[src/design/slht_pkg.sv]
// ----------------------------------------------------------------------------
// slht_pkg: shared types and constants for the slew limited heading tracker
// Field widths, register indexes, controller states, the command and status
// groups between controller and datapath, and the CORDIC arctangent table.
// ----------------------------------------------------------------------------
package slht_pkg;

  localparam int COORD_W   = 16;
  localparam int TICKS_W   = 20;
  localparam int RATE_W    = 16;
  localparam int HEAD_W    = 16;
  localparam int CFG_IDX_W = 2;
  localparam int CFG_DAT_W = 16;

  // Offsets are scaled by 256 before rotation; 28 bits hold the CORDIC growth.
  localparam int XY_W      = 28;
  localparam int PRESCALE  = 8;

  // The allowed step is the product shifted down by 16 bits.
  localparam int LIMIT_W   = RATE_W + TICKS_W - 16;

  localparam int ANGLE_BITS_DEF   = 16;
  localparam int CORDIC_STEPS_DEF = 16;

  localparam logic [CFG_DAT_W-1:0] CENTER_X_RST = 16'd400;
  localparam logic [CFG_DAT_W-1:0] CENTER_Y_RST = 16'd300;
  localparam logic [CFG_DAT_W-1:0] MAX_RATE_RST = 16'd2731;

  typedef enum logic [CFG_IDX_W-1:0] {
    REG_CENTER_X = 2'd0,
    REG_CENTER_Y = 2'd1,
    REG_MAX_RATE = 2'd2
  } cfg_idx_t;

  typedef enum logic [2:0] {
    S_IDLE,
    S_PREP,
    S_ROT,
    S_ERR,
    S_UPD
  } state_t;

  typedef struct packed {
    logic load_in;
    logic prep;
    logic rotate;
    logic calc_err;
    logic update;
  } dp_cmd_t;

  typedef struct packed {
    logic last_step;
  } dp_sts_t;

  // atan(2^-i) as a fraction of a turn, rounded to ab bits per turn.
  function automatic logic [31:0] atan_angle(input int idx, input int ab);
    logic [31:0] raw;
    logic [32:0] sum;
    unique case (idx)
      0:       raw = 32'h20000000;
      1:       raw = 32'h12E4051E;
      2:       raw = 32'h09FB385B;
      3:       raw = 32'h051111D4;
      4:       raw = 32'h028B0D43;
      5:       raw = 32'h0145D7E1;
      6:       raw = 32'h00A2F61E;
      7:       raw = 32'h00517C55;
      8:       raw = 32'h0028BE53;
      9:       raw = 32'h00145F2F;
      10:      raw = 32'h000A2F98;
      11:      raw = 32'h000517CC;
      12:      raw = 32'h00028BE6;
      13:      raw = 32'h000145F3;
      14:      raw = 32'h0000A2F9;
      15:      raw = 32'h0000517C;
      16:      raw = 32'h000028BE;
      17:      raw = 32'h0000145F;
      18:      raw = 32'h00000A2F;
      19:      raw = 32'h00000517;
      20:      raw = 32'h0000028B;
      21:      raw = 32'h00000145;
      22:      raw = 32'h000000A2;
      23:      raw = 32'h00000051;
      default: raw = 32'h00000000;
    endcase
    sum = {1'b0, raw} + (33'd1 << (31 - ab));
    return 32'(sum >> (32 - ab));
  endfunction

endpackage

[src/design/slht_if.sv]
// ----------------------------------------------------------------------------
// slht_if: valid/ready channels of the heading tracker
// Target channel, result channel and register write channel.
// ----------------------------------------------------------------------------
interface slht_in_if;
  logic                                       valid;
  logic                                       ready;
  logic signed [slht_pkg::COORD_W-1:0]        target_x;
  logic signed [slht_pkg::COORD_W-1:0]        target_y;
  logic        [slht_pkg::TICKS_W-1:0]        elapsed_ticks;

  modport source (output valid, target_x, target_y, elapsed_ticks, input ready);
  modport sink   (input valid, target_x, target_y, elapsed_ticks, output ready);
  modport mon    (input valid, ready, target_x, target_y, elapsed_ticks);
endinterface

interface slht_out_if;
  logic                                       valid;
  logic                                       ready;
  logic        [slht_pkg::HEAD_W-1:0]         heading;
  logic signed [slht_pkg::HEAD_W-1:0]         angle_error;
  logic                                       rate_limited;

  modport source (output valid, heading, angle_error, rate_limited, input ready);
  modport sink   (input valid, heading, angle_error, rate_limited, output ready);
  modport mon    (input valid, ready, heading, angle_error, rate_limited);
endinterface

interface slht_cfg_if;
  logic                                       valid;
  logic                                       ready;
  logic [slht_pkg::CFG_IDX_W-1:0]             reg_index;
  logic [slht_pkg::CFG_DAT_W-1:0]             wdata;

  modport source (output valid, reg_index, wdata, input ready);
  modport sink   (input valid, reg_index, wdata, output ready);
  modport mon    (input valid, ready, reg_index, wdata);
endinterface

[src/design/slew_limited_heading_tracker_unit.sv]
// ----------------------------------------------------------------------------
// slew_limited_heading_tracker_unit: rate limited heading follower
// Turns a stored heading toward the bearing of a target seen from a
// configured center, never faster than max_rate allows in the elapsed time.
// ----------------------------------------------------------------------------
//
//   channel  direction  carries                                   beat when
//   in_ch    sink       target_x, target_y, elapsed_ticks         valid & ready
//   out_ch   source     heading, angle_error, rate_limited        valid & ready
//   cfg_ch   sink       reg_index (0 center_x, 1 center_y,        valid & ready
//                       2 max_rate), wdata
//
// One target beat runs from acceptance through setup, the CORDIC rotations,
// the error step and the update step to a valid result; the rotations use the
// single shared CORDIC rotation stage that runs one iteration per cycle.
// Beats are worked one at a time; the next target is taken as soon as the
// previous result sits in the output register, even while it is stalled.
// A stall on out_ch holds the finished beat in the update step until the
// output register frees up. Reset (rst_n low, synchronous) restores the
// register defaults and clears the heading to zero; no beat is taken on any
// channel while it is held.
// The configuration port accepts whenever reset is released; writes are meant
// for idle periods.
//
module slew_limited_heading_tracker_unit #(
  parameter int ANGLE_BITS   = slht_pkg::ANGLE_BITS_DEF,
  parameter int CORDIC_STEPS = slht_pkg::CORDIC_STEPS_DEF
) (
  input  logic       clk,
  input  logic       rst_n,
  slht_in_if.sink    in_ch,
  slht_out_if.source out_ch,
  slht_cfg_if.sink   cfg_ch
);

  slht_pkg::dp_cmd_t cmd;
  slht_pkg::dp_sts_t sts;

  // Register writes only wait for reset to be released.
  assign cfg_ch.ready = rst_n;

  // The controller sequences the beat and owns both handshakes.
  slht_ctrl u_ctrl (
    .clk       (clk),
    .rst_n     (rst_n),
    .in_valid  (in_ch.valid),
    .in_ready  (in_ch.ready),
    .out_valid (out_ch.valid),
    .out_ready (out_ch.ready),
    .cmd       (cmd),
    .sts       (sts)
  );

  // The datapath holds the registers, the CORDIC and the clamp.
  slht_dp #(
    .ANGLE_BITS   (ANGLE_BITS),
    .CORDIC_STEPS (CORDIC_STEPS)
  ) u_dp (
    .clk           (clk),
    .rst_n         (rst_n),
    .cmd           (cmd),
    .sts           (sts),
    .cfg_we        (cfg_ch.valid && cfg_ch.ready),
    .cfg_index     (cfg_ch.reg_index),
    .cfg_wdata     (cfg_ch.wdata),
    .target_x      (in_ch.target_x),
    .target_y      (in_ch.target_y),
    .elapsed_ticks (in_ch.elapsed_ticks),
    .heading       (out_ch.heading),
    .angle_error   (out_ch.angle_error),
    .rate_limited  (out_ch.rate_limited)
  );

endmodule

[src/design/slht_ctrl.sv]
// ----------------------------------------------------------------------------
// slht_ctrl: sequencer of the heading tracker
// Walks one beat through setup, CORDIC rotations, error and update, and owns
// the valid flag of the result register.
// ----------------------------------------------------------------------------
module slht_ctrl (
  input  logic              clk,
  input  logic              rst_n,
  input  logic              in_valid,
  output logic              in_ready,
  output logic              out_valid,
  input  logic              out_ready,
  output slht_pkg::dp_cmd_t cmd,
  input  slht_pkg::dp_sts_t sts
);

  slht_pkg::state_t state_r, state_nxt;
  logic             out_valid_r, out_valid_nxt;

  always_ff @(posedge clk) begin
    if (!rst_n) begin
      state_r     <= slht_pkg::S_IDLE;
      out_valid_r <= 1'b0;
    end else begin
      state_r     <= state_nxt;
      out_valid_r <= out_valid_nxt;
    end
  end

  always_comb begin
    state_nxt     = state_r;
    cmd           = '0;
    in_ready      = 1'b0;
    out_valid_nxt = out_valid_r && !out_ready;
    unique case (state_r)
      slht_pkg::S_IDLE: begin
        // No target is taken while reset is held.
        in_ready = rst_n;
        if (in_valid && in_ready) begin
          cmd.load_in = 1'b1;
          state_nxt   = slht_pkg::S_PREP;
        end
      end
      slht_pkg::S_PREP: begin
        cmd.prep  = 1'b1;
        state_nxt = slht_pkg::S_ROT;
      end
      slht_pkg::S_ROT: begin
        cmd.rotate = 1'b1;
        if (sts.last_step) begin
          state_nxt = slht_pkg::S_ERR;
        end
      end
      slht_pkg::S_ERR: begin
        cmd.calc_err = 1'b1;
        state_nxt    = slht_pkg::S_UPD;
      end
      slht_pkg::S_UPD: begin
        // The result register must be free or emptying this cycle.
        if (!out_valid_r || out_ready) begin
          cmd.update    = 1'b1;
          out_valid_nxt = 1'b1;
          state_nxt     = slht_pkg::S_IDLE;
        end
      end
      default: begin
        state_nxt = slht_pkg::S_IDLE;
      end
    endcase
  end

  assign out_valid = out_valid_r;

endmodule

[src/design/slht_dp.sv]
// ----------------------------------------------------------------------------
// slht_dp: datapath of the heading tracker
// Configuration registers, vectoring CORDIC with one shared rotation stage,
// rate limit multiply, heading register and result payload register.
// ----------------------------------------------------------------------------
module slht_dp #(
  parameter int ANGLE_BITS   = slht_pkg::ANGLE_BITS_DEF,
  parameter int CORDIC_STEPS = slht_pkg::CORDIC_STEPS_DEF
) (
  input  logic                                   clk,
  input  logic                                   rst_n,
  input  slht_pkg::dp_cmd_t                      cmd,
  output slht_pkg::dp_sts_t                      sts,
  input  logic                                   cfg_we,
  input  logic        [slht_pkg::CFG_IDX_W-1:0]  cfg_index,
  input  logic        [slht_pkg::CFG_DAT_W-1:0]  cfg_wdata,
  input  logic signed [slht_pkg::COORD_W-1:0]    target_x,
  input  logic signed [slht_pkg::COORD_W-1:0]    target_y,
  input  logic        [slht_pkg::TICKS_W-1:0]    elapsed_ticks,
  output logic        [slht_pkg::HEAD_W-1:0]     heading,
  output logic signed [slht_pkg::HEAD_W-1:0]     angle_error,
  output logic                                   rate_limited
);

  localparam int CW  = slht_pkg::COORD_W;
  localparam int XW  = slht_pkg::XY_W;
  localparam int HW  = slht_pkg::HEAD_W;
  localparam int LW  = slht_pkg::LIMIT_W;
  localparam int SW  = $clog2(CORDIC_STEPS);
  localparam int PW  = slht_pkg::RATE_W + slht_pkg::TICKS_W;

  // Configuration registers.
  logic signed [CW-1:0]                 cx_r, cy_r;
  logic        [slht_pkg::RATE_W-1:0]   rate_r;

  // Captured beat.
  logic signed [CW-1:0]                 tx_r, ty_r;
  logic        [slht_pkg::TICKS_W-1:0]  ticks_r;

  // CORDIC state.
  logic signed [XW-1:0]                 x_r, y_r;
  logic        [ANGLE_BITS-1:0]         z_r;
  logic        [SW-1:0]                 step_r;
  logic                                 zero_r;

  logic        [LW-1:0]                 limit_r;
  logic signed [HW-1:0]                 err_r;
  logic        [HW-1:0]                 heading_r;

  logic        [HW-1:0]                 out_heading_r;
  logic signed [HW-1:0]                 out_err_r;
  logic                                 out_lim_r;

  // Setup: offsets, prescale and fold into the right half plane.
  logic signed [CW:0]                   dx, dy;
  logic signed [XW-1:0]                 x0, y0;
  logic [PW-1:0]                        product;

  always_comb begin
    dx = {tx_r[CW-1], tx_r} - {cx_r[CW-1], cx_r};
    dy = {ty_r[CW-1], ty_r} - {cy_r[CW-1], cy_r};
    x0 = {{(XW-CW-1-slht_pkg::PRESCALE){dx[CW]}}, dx, {slht_pkg::PRESCALE{1'b0}}};
    y0 = {{(XW-CW-1-slht_pkg::PRESCALE){dy[CW]}}, dy, {slht_pkg::PRESCALE{1'b0}}};
    product = PW'(rate_r) * PW'(ticks_r);
  end

  // One rotation per cycle, shift and arctangent picked by the step count.
  logic signed [XW-1:0]                 xs, ys;
  logic        [ANGLE_BITS-1:0]         atan_z;

  always_comb begin
    xs     = x_r >>> step_r;
    ys     = y_r >>> step_r;
    atan_z = ANGLE_BITS'(slht_pkg::atan_angle(int'(step_r), ANGLE_BITS));
  end

  assign sts.last_step = (step_r == SW'(CORDIC_STEPS - 1));

  // Bring the angle accumulator to 16 bits per turn.
  logic [HW-1:0] z16;

  generate
    if (ANGLE_BITS > HW) begin : g_round
      logic [ANGLE_BITS:0] z_sum;
      assign z_sum = {1'b0, z_r} + ((ANGLE_BITS+1)'(1) << (ANGLE_BITS - HW - 1));
      assign z16   = z_sum[ANGLE_BITS-1 -: HW];
    end else if (ANGLE_BITS == HW) begin : g_same
      assign z16 = z_r;
    end else begin : g_widen
      assign z16 = {z_r, {(HW-ANGLE_BITS){1'b0}}};
    end
  endgenerate

  logic [HW-1:0] bearing;
  assign bearing = zero_r ? '0 : z16;

  // Clamp of the error against the allowed step.
  logic signed [LW:0]   err_ext, lim_ext;
  logic                 over_pos, over_neg;
  logic [HW-1:0]        step_val;

  always_comb begin
    err_ext  = (LW+1)'(err_r);
    lim_ext  = {1'b0, limit_r};
    over_pos = err_ext > lim_ext;
    over_neg = err_ext < -lim_ext;
    if (over_pos) begin
      step_val = limit_r[HW-1:0];
    end else if (over_neg) begin
      step_val = -limit_r[HW-1:0];
    end else begin
      step_val = err_r;
    end
  end

  always_ff @(posedge clk) begin
    if (!rst_n) begin
      cx_r      <= slht_pkg::CENTER_X_RST;
      cy_r      <= slht_pkg::CENTER_Y_RST;
      rate_r    <= slht_pkg::MAX_RATE_RST;
      heading_r <= '0;
    end else begin
      if (cfg_we) begin
        unique case (cfg_index)
          slht_pkg::REG_CENTER_X: cx_r   <= cfg_wdata;
          slht_pkg::REG_CENTER_Y: cy_r   <= cfg_wdata;
          slht_pkg::REG_MAX_RATE: rate_r <= cfg_wdata;
          default: begin
          end
        endcase
      end
      if (cmd.update) begin
        heading_r <= heading_r + step_val;
      end
    end
  end

  always_ff @(posedge clk) begin
    if (cmd.load_in) begin
      tx_r    <= target_x;
      ty_r    <= target_y;
      ticks_r <= elapsed_ticks;
    end
    if (cmd.prep) begin
      zero_r  <= (dx == '0) && (dy == '0);
      limit_r <= product[PW-1 -: LW];
      step_r  <= '0;
      if (dx[CW]) begin
        x_r <= -x0;
        y_r <= -y0;
        z_r <= ANGLE_BITS'(1) << (ANGLE_BITS - 1);
      end else begin
        x_r <= x0;
        y_r <= y0;
        z_r <= '0;
      end
    end
    if (cmd.rotate) begin
      step_r <= step_r + SW'(1);
      if (!y_r[XW-1]) begin
        x_r <= x_r + ys;
        y_r <= y_r - xs;
        z_r <= z_r + atan_z;
      end else begin
        x_r <= x_r - ys;
        y_r <= y_r + xs;
        z_r <= z_r - atan_z;
      end
    end
    if (cmd.calc_err) begin
      err_r <= bearing - heading_r;
    end
    if (cmd.update) begin
      out_heading_r <= heading_r + step_val;
      out_err_r     <= err_r;
      out_lim_r     <= over_pos || over_neg;
    end
  end

  assign heading      = out_heading_r;
  assign angle_error  = out_err_r;
  assign rate_limited = out_lim_r;

endmodule

[src/flat_wrapper.sv]
// flat-port wrapper written by rule: the top's interface ports become plain ports
module slew_limited_heading_tracker_unit_flat 
#(
  parameter int ANGLE_BITS   = slht_pkg::ANGLE_BITS_DEF,
  parameter int CORDIC_STEPS = slht_pkg::CORDIC_STEPS_DEF
)
  (clk, rst_n, in_ch_valid, in_ch_target_x, in_ch_target_y, in_ch_elapsed_ticks, in_ch_ready, out_ch_valid, out_ch_heading, out_ch_angle_error, out_ch_rate_limited, out_ch_ready, cfg_ch_valid, cfg_ch_reg_index, cfg_ch_wdata, cfg_ch_ready);
  slht_in_if in_ch_i ();
  slht_out_if out_ch_i ();
  slht_cfg_if cfg_ch_i ();
  input  logic clk;
  input  logic rst_n;
  input wire logic [$bits(in_ch_i.valid)-1:0] in_ch_valid;
  input wire logic [$bits(in_ch_i.target_x)-1:0] in_ch_target_x;
  input wire logic [$bits(in_ch_i.target_y)-1:0] in_ch_target_y;
  input wire logic [$bits(in_ch_i.elapsed_ticks)-1:0] in_ch_elapsed_ticks;
  output wire logic [$bits(in_ch_i.ready)-1:0] in_ch_ready;
  output wire logic [$bits(out_ch_i.valid)-1:0] out_ch_valid;
  output wire logic [$bits(out_ch_i.heading)-1:0] out_ch_heading;
  output wire logic [$bits(out_ch_i.angle_error)-1:0] out_ch_angle_error;
  output wire logic [$bits(out_ch_i.rate_limited)-1:0] out_ch_rate_limited;
  input wire logic [$bits(out_ch_i.ready)-1:0] out_ch_ready;
  input wire logic [$bits(cfg_ch_i.valid)-1:0] cfg_ch_valid;
  input wire logic [$bits(cfg_ch_i.reg_index)-1:0] cfg_ch_reg_index;
  input wire logic [$bits(cfg_ch_i.wdata)-1:0] cfg_ch_wdata;
  output wire logic [$bits(cfg_ch_i.ready)-1:0] cfg_ch_ready;
  assign in_ch_i.valid = in_ch_valid;
  assign in_ch_i.target_x = in_ch_target_x;
  assign in_ch_i.target_y = in_ch_target_y;
  assign in_ch_i.elapsed_ticks = in_ch_elapsed_ticks;
  assign in_ch_ready = in_ch_i.ready;
  assign out_ch_valid = out_ch_i.valid;
  assign out_ch_heading = out_ch_i.heading;
  assign out_ch_angle_error = out_ch_i.angle_error;
  assign out_ch_rate_limited = out_ch_i.rate_limited;
  assign out_ch_i.ready = out_ch_ready;
  assign cfg_ch_i.valid = cfg_ch_valid;
  assign cfg_ch_i.reg_index = cfg_ch_reg_index;
  assign cfg_ch_i.wdata = cfg_ch_wdata;
  assign cfg_ch_ready = cfg_ch_i.ready;
  slew_limited_heading_tracker_unit #(.ANGLE_BITS(ANGLE_BITS), .CORDIC_STEPS(CORDIC_STEPS)) u_core (.clk(clk), .rst_n(rst_n), .in_ch(in_ch_i), .out_ch(out_ch_i), .cfg_ch(cfg_ch_i));
endmodule
[config.mk]
export PLATFORM = sky130hd
export DESIGN_NAME = slew_limited_heading_tracker_unit_flat
export DESIGN_NICKNAME = d
export VERILOG_FILES = /design/src/design/slht_pkg.sv /design/src/design/slht_if.sv /design/src/design/slew_limited_heading_tracker_unit.sv /design/src/design/slht_ctrl.sv /design/src/design/slht_dp.sv /design/src/flat_wrapper.sv
export SDC_FILE = /design/constraint.sdc
export NUM_CORES = 2
export LEC_CHECK = 0
export ABC_AREA = 0
export BUFFER_PORTS_ARGS = -buffer_cell sky130_fd_sc_hd__buf_4
export CAP_MARGIN = 5
export CORE_UTILIZATION = 40
export CTS_BUF_LIST = sky130_fd_sc_hd__clkbuf_16
export DETAILED_ROUTE_END_ITERATION = 8
export PLACE_DENSITY_LB_ADDON = 0.12
export SLEW_MARGIN = 15
export SYNTH_ARGS = -nofsm -noshare
export SYNTH_HDL_FRONTEND = slang
export SYNTH_SLANG_ARGS = --single-unit
[constraint.sdc]
create_clock -name clk -period 8.7 [get_ports clk]
set_input_delay 1.305 -clock clk [delete_from_list [all_inputs] [get_ports clk]]
set_output_delay 1.305 -clock clk [all_outputs]
set_load 0.1 [all_outputs]
* After elaboration in Yosys (flattened, before gate mapping)
Memories as Yosys holds them, arrays and structs flattened. A register that Yosys moved wholly into a read port is not among the register bits.
Index checks and enable logic that the tools add are counted.
** Operators by class
- $add $sub $neg :: 16
- Multipliers :: 1
- Magnitude comparators :: 2
- Eq/ne operators :: 10
- Shift-type cells :: 2
- Mux-type cells :: 32
- Reductions and logical operators :: 17
** Operator list (number)
- $mux 28 :: 8
- $mux 16 :: 7
- $add 28x28->28 :: 2
- $neg 25->28 :: 2
- $sshr 28x4->28 :: 2
- $sub 28x28->28 :: 2
- $mul 16x20->36 :: 1
- $logic_not 17->1 :: 2
- $sub 16x16->17 :: 2
- $add 16x16->16 :: 2
- $add 32x16->32 const B :: 1
- $sub 16x16->16 :: 2
- $gt 16x21->1 :: 1
- $lt 16x21->1 :: 1
- $neg 20->21 :: 1
- $neg 16->16 :: 1
- $pmux 3 s5 :: 1
- $mux 4 :: 3
- $mux 1 :: 10
- $mux 3 :: 3
- $eq 3x2->1 const B :: 2
- $reduce_and 2->1 :: 3
- $add 4x1->4 const B :: 1
- $eq 4x4->1 const B :: 1
- other kinds (13) :: 19
** Word-level totals
- Flip-flop bits (word level) :: 266
- Bits in read-only memories :: 480
- Input bits :: 75
- Output and inout bits :: 36
- Logic and storage cells :: 100
- Memories kept :: 1
** Memories
- (name not given) :: words 16, bits a word 30, rd ports 1, clocked after memory_dff 1, wr ports 0, RTL line slht_pkg.sv:59 : unique case (idx)

* Longest topological paths before layout
- Depth in word-level cells :: 5
- Mapped depth :: 34
- Gate-level depth less buffers :: 33

* Cells and area by module
A second synthesis with hierarchy kept.
** Second synthesis, totals
- Cell total of the unflattened synthesis :: 3489
- Area, all modules :: 32248.4 µm²
** By module, submodules not included
- slht_dp :: times used 1, cells an instance 3466, area each 32010.7 µm², sequential area each 7527.2 µm²
- slht_ctrl :: times used 1, cells an instance 21, area each 224.0 µm², sequential area each 80.1 µm²
- slew_limited_heading_tracker_unit :: times used 1, cells an instance 2, area each 13.8 µm², sequential area each 0.0 µm²

* Worst setup path after synthesis
No wires, ideal clock.
- Path kind :: reg-to-reg
- Start point :: register u_core.u_dp.limit_r[0]
- End point :: register u_core.u_dp.heading_r[12]
- Setup time :: 0.118 ns
- Arrival :: 6.783 ns
- Required time :: 8.582 ns
- Setup slack :: 1.799 ns
- Stages on the path, launching flop included :: 32
- Path buffers :: 1
- Period minus slack after synthesis :: 6.901 ns
- Cell sequence :: edfxtp_1 -> inv_1 -> ha_1 -> or3b_2 -> or3_1 -> or3_1 -> or3_1 -> nor3_1 -> nand2_1 -> nor4_1 -> xnor2_1 -> ha_1 -> nand4_1 -> nor3_1 -> o21ai_0 -> a21oi_1 -> clkbuf_1 -> nand2b_1 -> o21ai_0 -> ha_1 -> inv_1 -> fa_1 -> nor2b_1 -> o21ai_0 -> a21boi_0 -> o21ai_0 -> a21boi_0 -> o21ai_0 -> a31oi_1 -> nor2_1 -> xnor2_1 -> a31o_2
** Between the ends
- Longest elaborated chain between the ends :: 5
- Elaborated cells between the ends (all ways) :: 7
- Classes of those cells :: add/sub (3); order compare (2); mux (2)
** Ends and longest elaborated chain
- start: declaration :: RTL line slht_dp.sv:46 : logic [LW-1:0] limit_r;
- start signal: assignment :: RTL line slht_dp.sv:146 : limit_r <= product[PW-1 -: LW];
- $neg 20->21 :: RTL line slht_dp.sv:106 : over_neg = err_ext < -lim_ext;
- $lt 16x21->1 :: RTL line slht_dp.sv:106
- $mux 16 :: RTL line slht_dp.sv:109 : end else if (over_neg) begin
- $mux 16 (*) :: RTL line slht_dp.sv:107 : if (over_pos) begin
- $add 16x16->16 (*) :: RTL line slht_dp.sv:133 : heading_r <= heading_r + step_val;
- end signal: assignment :: RTL line slht_dp.sv:133
- end: declaration :: RTL line slht_dp.sv:48 : logic [HW-1:0] heading_r;
Mark *: on every way between the ends. The rest lies on a longest branch, timed or not.
A chain may end at the register's enable or synchronous reset.

* Final worst setup path
- Start point :: register u_core.u_dp.limit_r[0]
- End point :: register u_core.u_dp.out_heading_r[14], in the netlist u_core.u_dp.heading[14], data pin
** Between the ends
- Longest elaborated chain between the ends :: 5
- Elaborated cells between the ends (all ways) :: 7
- Classes of those cells :: add/sub (3); order compare (2); mux (2)
** Ends and longest elaborated chain
- $neg 20->21 :: RTL line slht_dp.sv:106
- $lt 16x21->1 :: RTL line slht_dp.sv:106
- $mux 16 :: RTL line slht_dp.sv:109
- $mux 16 (*) :: RTL line slht_dp.sv:107
- $add 16x16->16 (*) :: RTL line slht_dp.sv:174 : out_heading_r <= heading_r + step_val;
- end signal: assignment :: RTL line slht_dp.sv:174
- end: declaration :: RTL line slht_dp.sv:50 : logic [HW-1:0] out_heading_r;
Marked as above.

==> impl_metrics.yaml <==
floorplan:
  initial_core_util_pct: 40.47
  num_rows: 104
  die-area_um2: 82640
  core_um2: 80550
  ios: 111
  die_h_um: 287.5
  die_width_um: 287.5
timing:
  max_freq_ghz: 0.1257
  tightest_slew_ps: 1079
  final_max_slew_viol_count: 0
  rsz0062_at_grt: "false"
  slew_headroom_pct: 27.70
  hold_viol: 0
  finalSetupViolCount: 0
  skew_ps: 21.39
  fin_crit_ps: 7954
  period_share_pct: 91.42
  setup_tns_ps: 0
setup_path:
  crit_family: "simple AND/OR/NAND/NOR gates"
  rrSetupSlack_ps: 750
  slowest_stage: "o41ai_1"
  cp_num_cells: 30
  required_ps: 8980
  worst_r2r_endpoint: "u_core.u_dp.heading[14]"
  critical_path_class: "reg -> reg"
  crit_buf_inv: 2
  critPathMaxFanout: 15
  start_kind: "flop"
  reg2reg_depth: 30
  cpMostUsedCell: "o21ai_0"
  critical-path-max-stage-delay_ps: 610
  endpoint_kind: "flop"
  r2r-start: "u_core.u_dp.limit_r[0]"
  arrival_ps: 8240
power:
  vdd_ir_drop_max_mv: 0.2009
  power_mw: 8.920
  leakage_nw: 15.34
  cellPowerDensity_nw_per_um2: 250.7
logic_synthesis:
  synth_cells: 3582
  synth_area_leaders: "edfxtp_1 18%, fa_1 16%, ha_1 11%"
  yosysTopAreaCellShare_pct: 18.24
  synth-seq-cells: 281
  synth_cell_types: 80
  synth-edff-count: 198
  ys_seq_area_share_pct: 23.34
  yosys_warnings: 0
  syn_area_per_cell_um2: 9.101
  syn-num-nets: 4204
  synth_top_cell_by_area: "edfxtp_1"
  synthArstFlopShare_pct: 0
  synth_area_um2: 32600
  synth_ff_type: "edfxtp_1"
grt:
  antenna_found_initial: 3
  track_usage_pct: 21.27
  grt_pass1_wl_mm: 138.6
  grt_max_degree: 74
  grt_pass1_vias: 24662
  grt_overflow_total: 0
min_path:
  hold_end: "u_core.u_dp.cx_r[5]"
  min-delay-start: "u_core.u_dp.cx_r[5]"
  hold_path.class: "reg -> reg"
  hold_depth: 2
cts:
  clk_latency_ps: 560
  cts_hold_buf: 0
  cts_tree: "done"
  cts-root-buf: "clkbuf_16"
  htree_levels: 2
  cts_buffers: 37
  postCtsSetupRepairBufs: 0
  clock_sinks: 281
  path_clk_slew_ps: 60
  cts_buffer_depth: 3
  cts.repair.resized: 0
finish:
  drive_gt1_share_pct: 8.819
  area_delta_synth_final_pct: 9.127
  regArea_um2: 7607
  nets: 4234
  final_cells: 4701
  multi_input_area_um2: 22760
  utilization_pct: 44.17
  fillers: 7936
route:
  vias_per_cell: 5.293
  vias: 24884
  dr.pass1.iters: 7
  ant_nets: 0
  drc: 0
  wl_mm: 86.90
  drt_iter0_markers: 1458
  wire_per_inst_um: 18.49
placement:
  dp_hpwl_mm: 67.42
  place_inst: 4633
  port_buffers: 110
  gp_congestion: 0.8413
flow_run:
  drv_cap: 0
run_status:
  status: "completed"
## cell families (layout without fill, tap and decap cells)
group / after synthesis / after routing / synth area share [%]
mux: 124 / 124 / 6.709
other cells: 0 / 1 / 0
fa+ha+maj: 547 / 547 / 26.89
compound gates: 659 / 659 / 12.72
flops: 281 / 281 / 23.34
simple gates: 1138 / 1138 / 16.67
xor+xnor: 250 / 250 / 6.740
buf+inv: 583 / 641 / 6.943
## worst max-delay path by stage
stage | start | end | slack [ps]
finish | u_core.u_dp.limit_r[0] | u_core.u_dp.heading[14] | 750
global route | u_core.u_dp.limit_r[0] | u_core.u_dp.heading_r[14] | 40
CTS | u_core.u_dp.limit_r[0] | u_core.u_dp.heading[14] | 870
detailed placement | u_core.u_dp.limit_r[0] | u_core.u_dp.heading_r[12] | 930
global placement | u_core.u_dp.limit_r[0] | u_core.u_dp.heading_r[12] | 1080
floorplan | u_core.u_dp.limit_r[0] | u_core.u_dp.heading_r[12] | 1800
## area by class of cell
type | count | area share [%]
Clock buffer | 38 | 2.673
Tap cell | 1060 | 3.728
Timing Repair Buffer | 146 | 3.081
Clock inverter | 29 | 0.6366
Inverter | 428 | 4.519
Multi-Input combinational cell | 2718 | 63.97
Sequential cell | 281 | 21.38
Antenna cell | 1 | 0.007034
## layer usage
layer	global-route usage (%)	part of all wire [%]	wire length, um
met1	30.67	49	42450
met2	33.88	45	38990
met3	2.884	4.4	3808
met4	4.428	1.9	1646
met5	0	0.013	11
## power by group
group / total (mW) / switching [mW] / internal, mW
registers: 1.95 / 0.214 / 1.73
logic: 5.45 / 3.13 / 2.32
clock network: 1.52 / 0.641 / 0.884
## cells in the final DEF (no fill, tap or decap), drive strengths merged, types with 42 or more instances in the layout
cell	count
edfxtp	198
a21boi	58
nor2	226
dfxtp	83
ha	291
mux4	71
and2	162
fa	256
a21o	60
a21oi	199
inv	439
nor2b	42
nand2	428
xor2	76
nor3	74
nand3	54
o21ai	134
buf	146
xnor2	174
## synthesized netlist by cell type (7+ instances only)
cell        n
or2_2       7
edfxtp_1  198
mux4_2     64
and3_1     28
inv_1     427
o21ai_0   134
mux4_1      7
fa_1      256
nor2b_1    42
a21oi_1   199
and4_1      8
xor2_1     76
nand3_1    54
o21bai_1   20
nand2b_1   25
mux2i_1    28
nand2_1   427
a21boi_0   57
nand4_1    19
nor3b_1    12
a211oi_1   18
mux2_2     25
o22ai_1    10
dfxtp_1    83
o21a_1     27
xnor2_1   173
a31oi_1    41
ha_1      291
nor2_1    226
o31ai_1    13
nor4_1     11
a21o_1     60
buf_6       7
o211ai_1   20
nor3_1     73
and2_1    161
clkbuf_1  129
or3_1      18
buf_1       9
## worst reg2reg max path: cells and delay by family (launching register included)
kind / cells / cell delay, ps
and+or+nand+nor: 12 / 3250
buffers and inverters: 2 / 160
adders and majority gates: 4 / 940
xor gates and xnor gates: 2 / 240
DFF: 1 / 440
AOI/OAI and AO/OA: 10 / 2670
## per-stage QoR
stage | setup slack (ps) | hold WS [ps] | instance area, um2
finish | 746.5 | 464.6 | 35580
global route | 40.37 | 488.3 | 35570
CTS | 870.6 | 467.3 | 35570
detailed placement | 933.3 | 459.2 | 34400
global placement | 1084 | 453.4 | 34400
floorplan | 1799 | 426.4 | 32600
## state kept, by name, summed over array words and instances, names as in the netlist, named ones only
signal,count
u_core.u_dp.z16,16
u_core.u_dp.rate_limited,1
u_core.u_dp.cx_r,16
u_core.u_dp.zero_r,1
u_core.u_dp.angle_error,16
u_core.u_dp.y_r,28
u_core.u_dp.heading_r,16
u_core.u_ctrl.state_r,3
u_core.u_dp.err_r,16
u_core.u_dp.ticks_r,20
u_core.u_dp.tx_r,16
u_core.u_ctrl.out_valid,1
u_core.u_dp.ty_r,16
u_core.u_dp.cy_r,16
u_core.u_dp.rate_r,16
u_core.u_dp.step_r,4
u_core.u_dp.heading,16
u_core.u_dp.x_r,28
u_core.u_dp.limit_r,20
No activity file was read; power rests on OpenSTA's default activity.
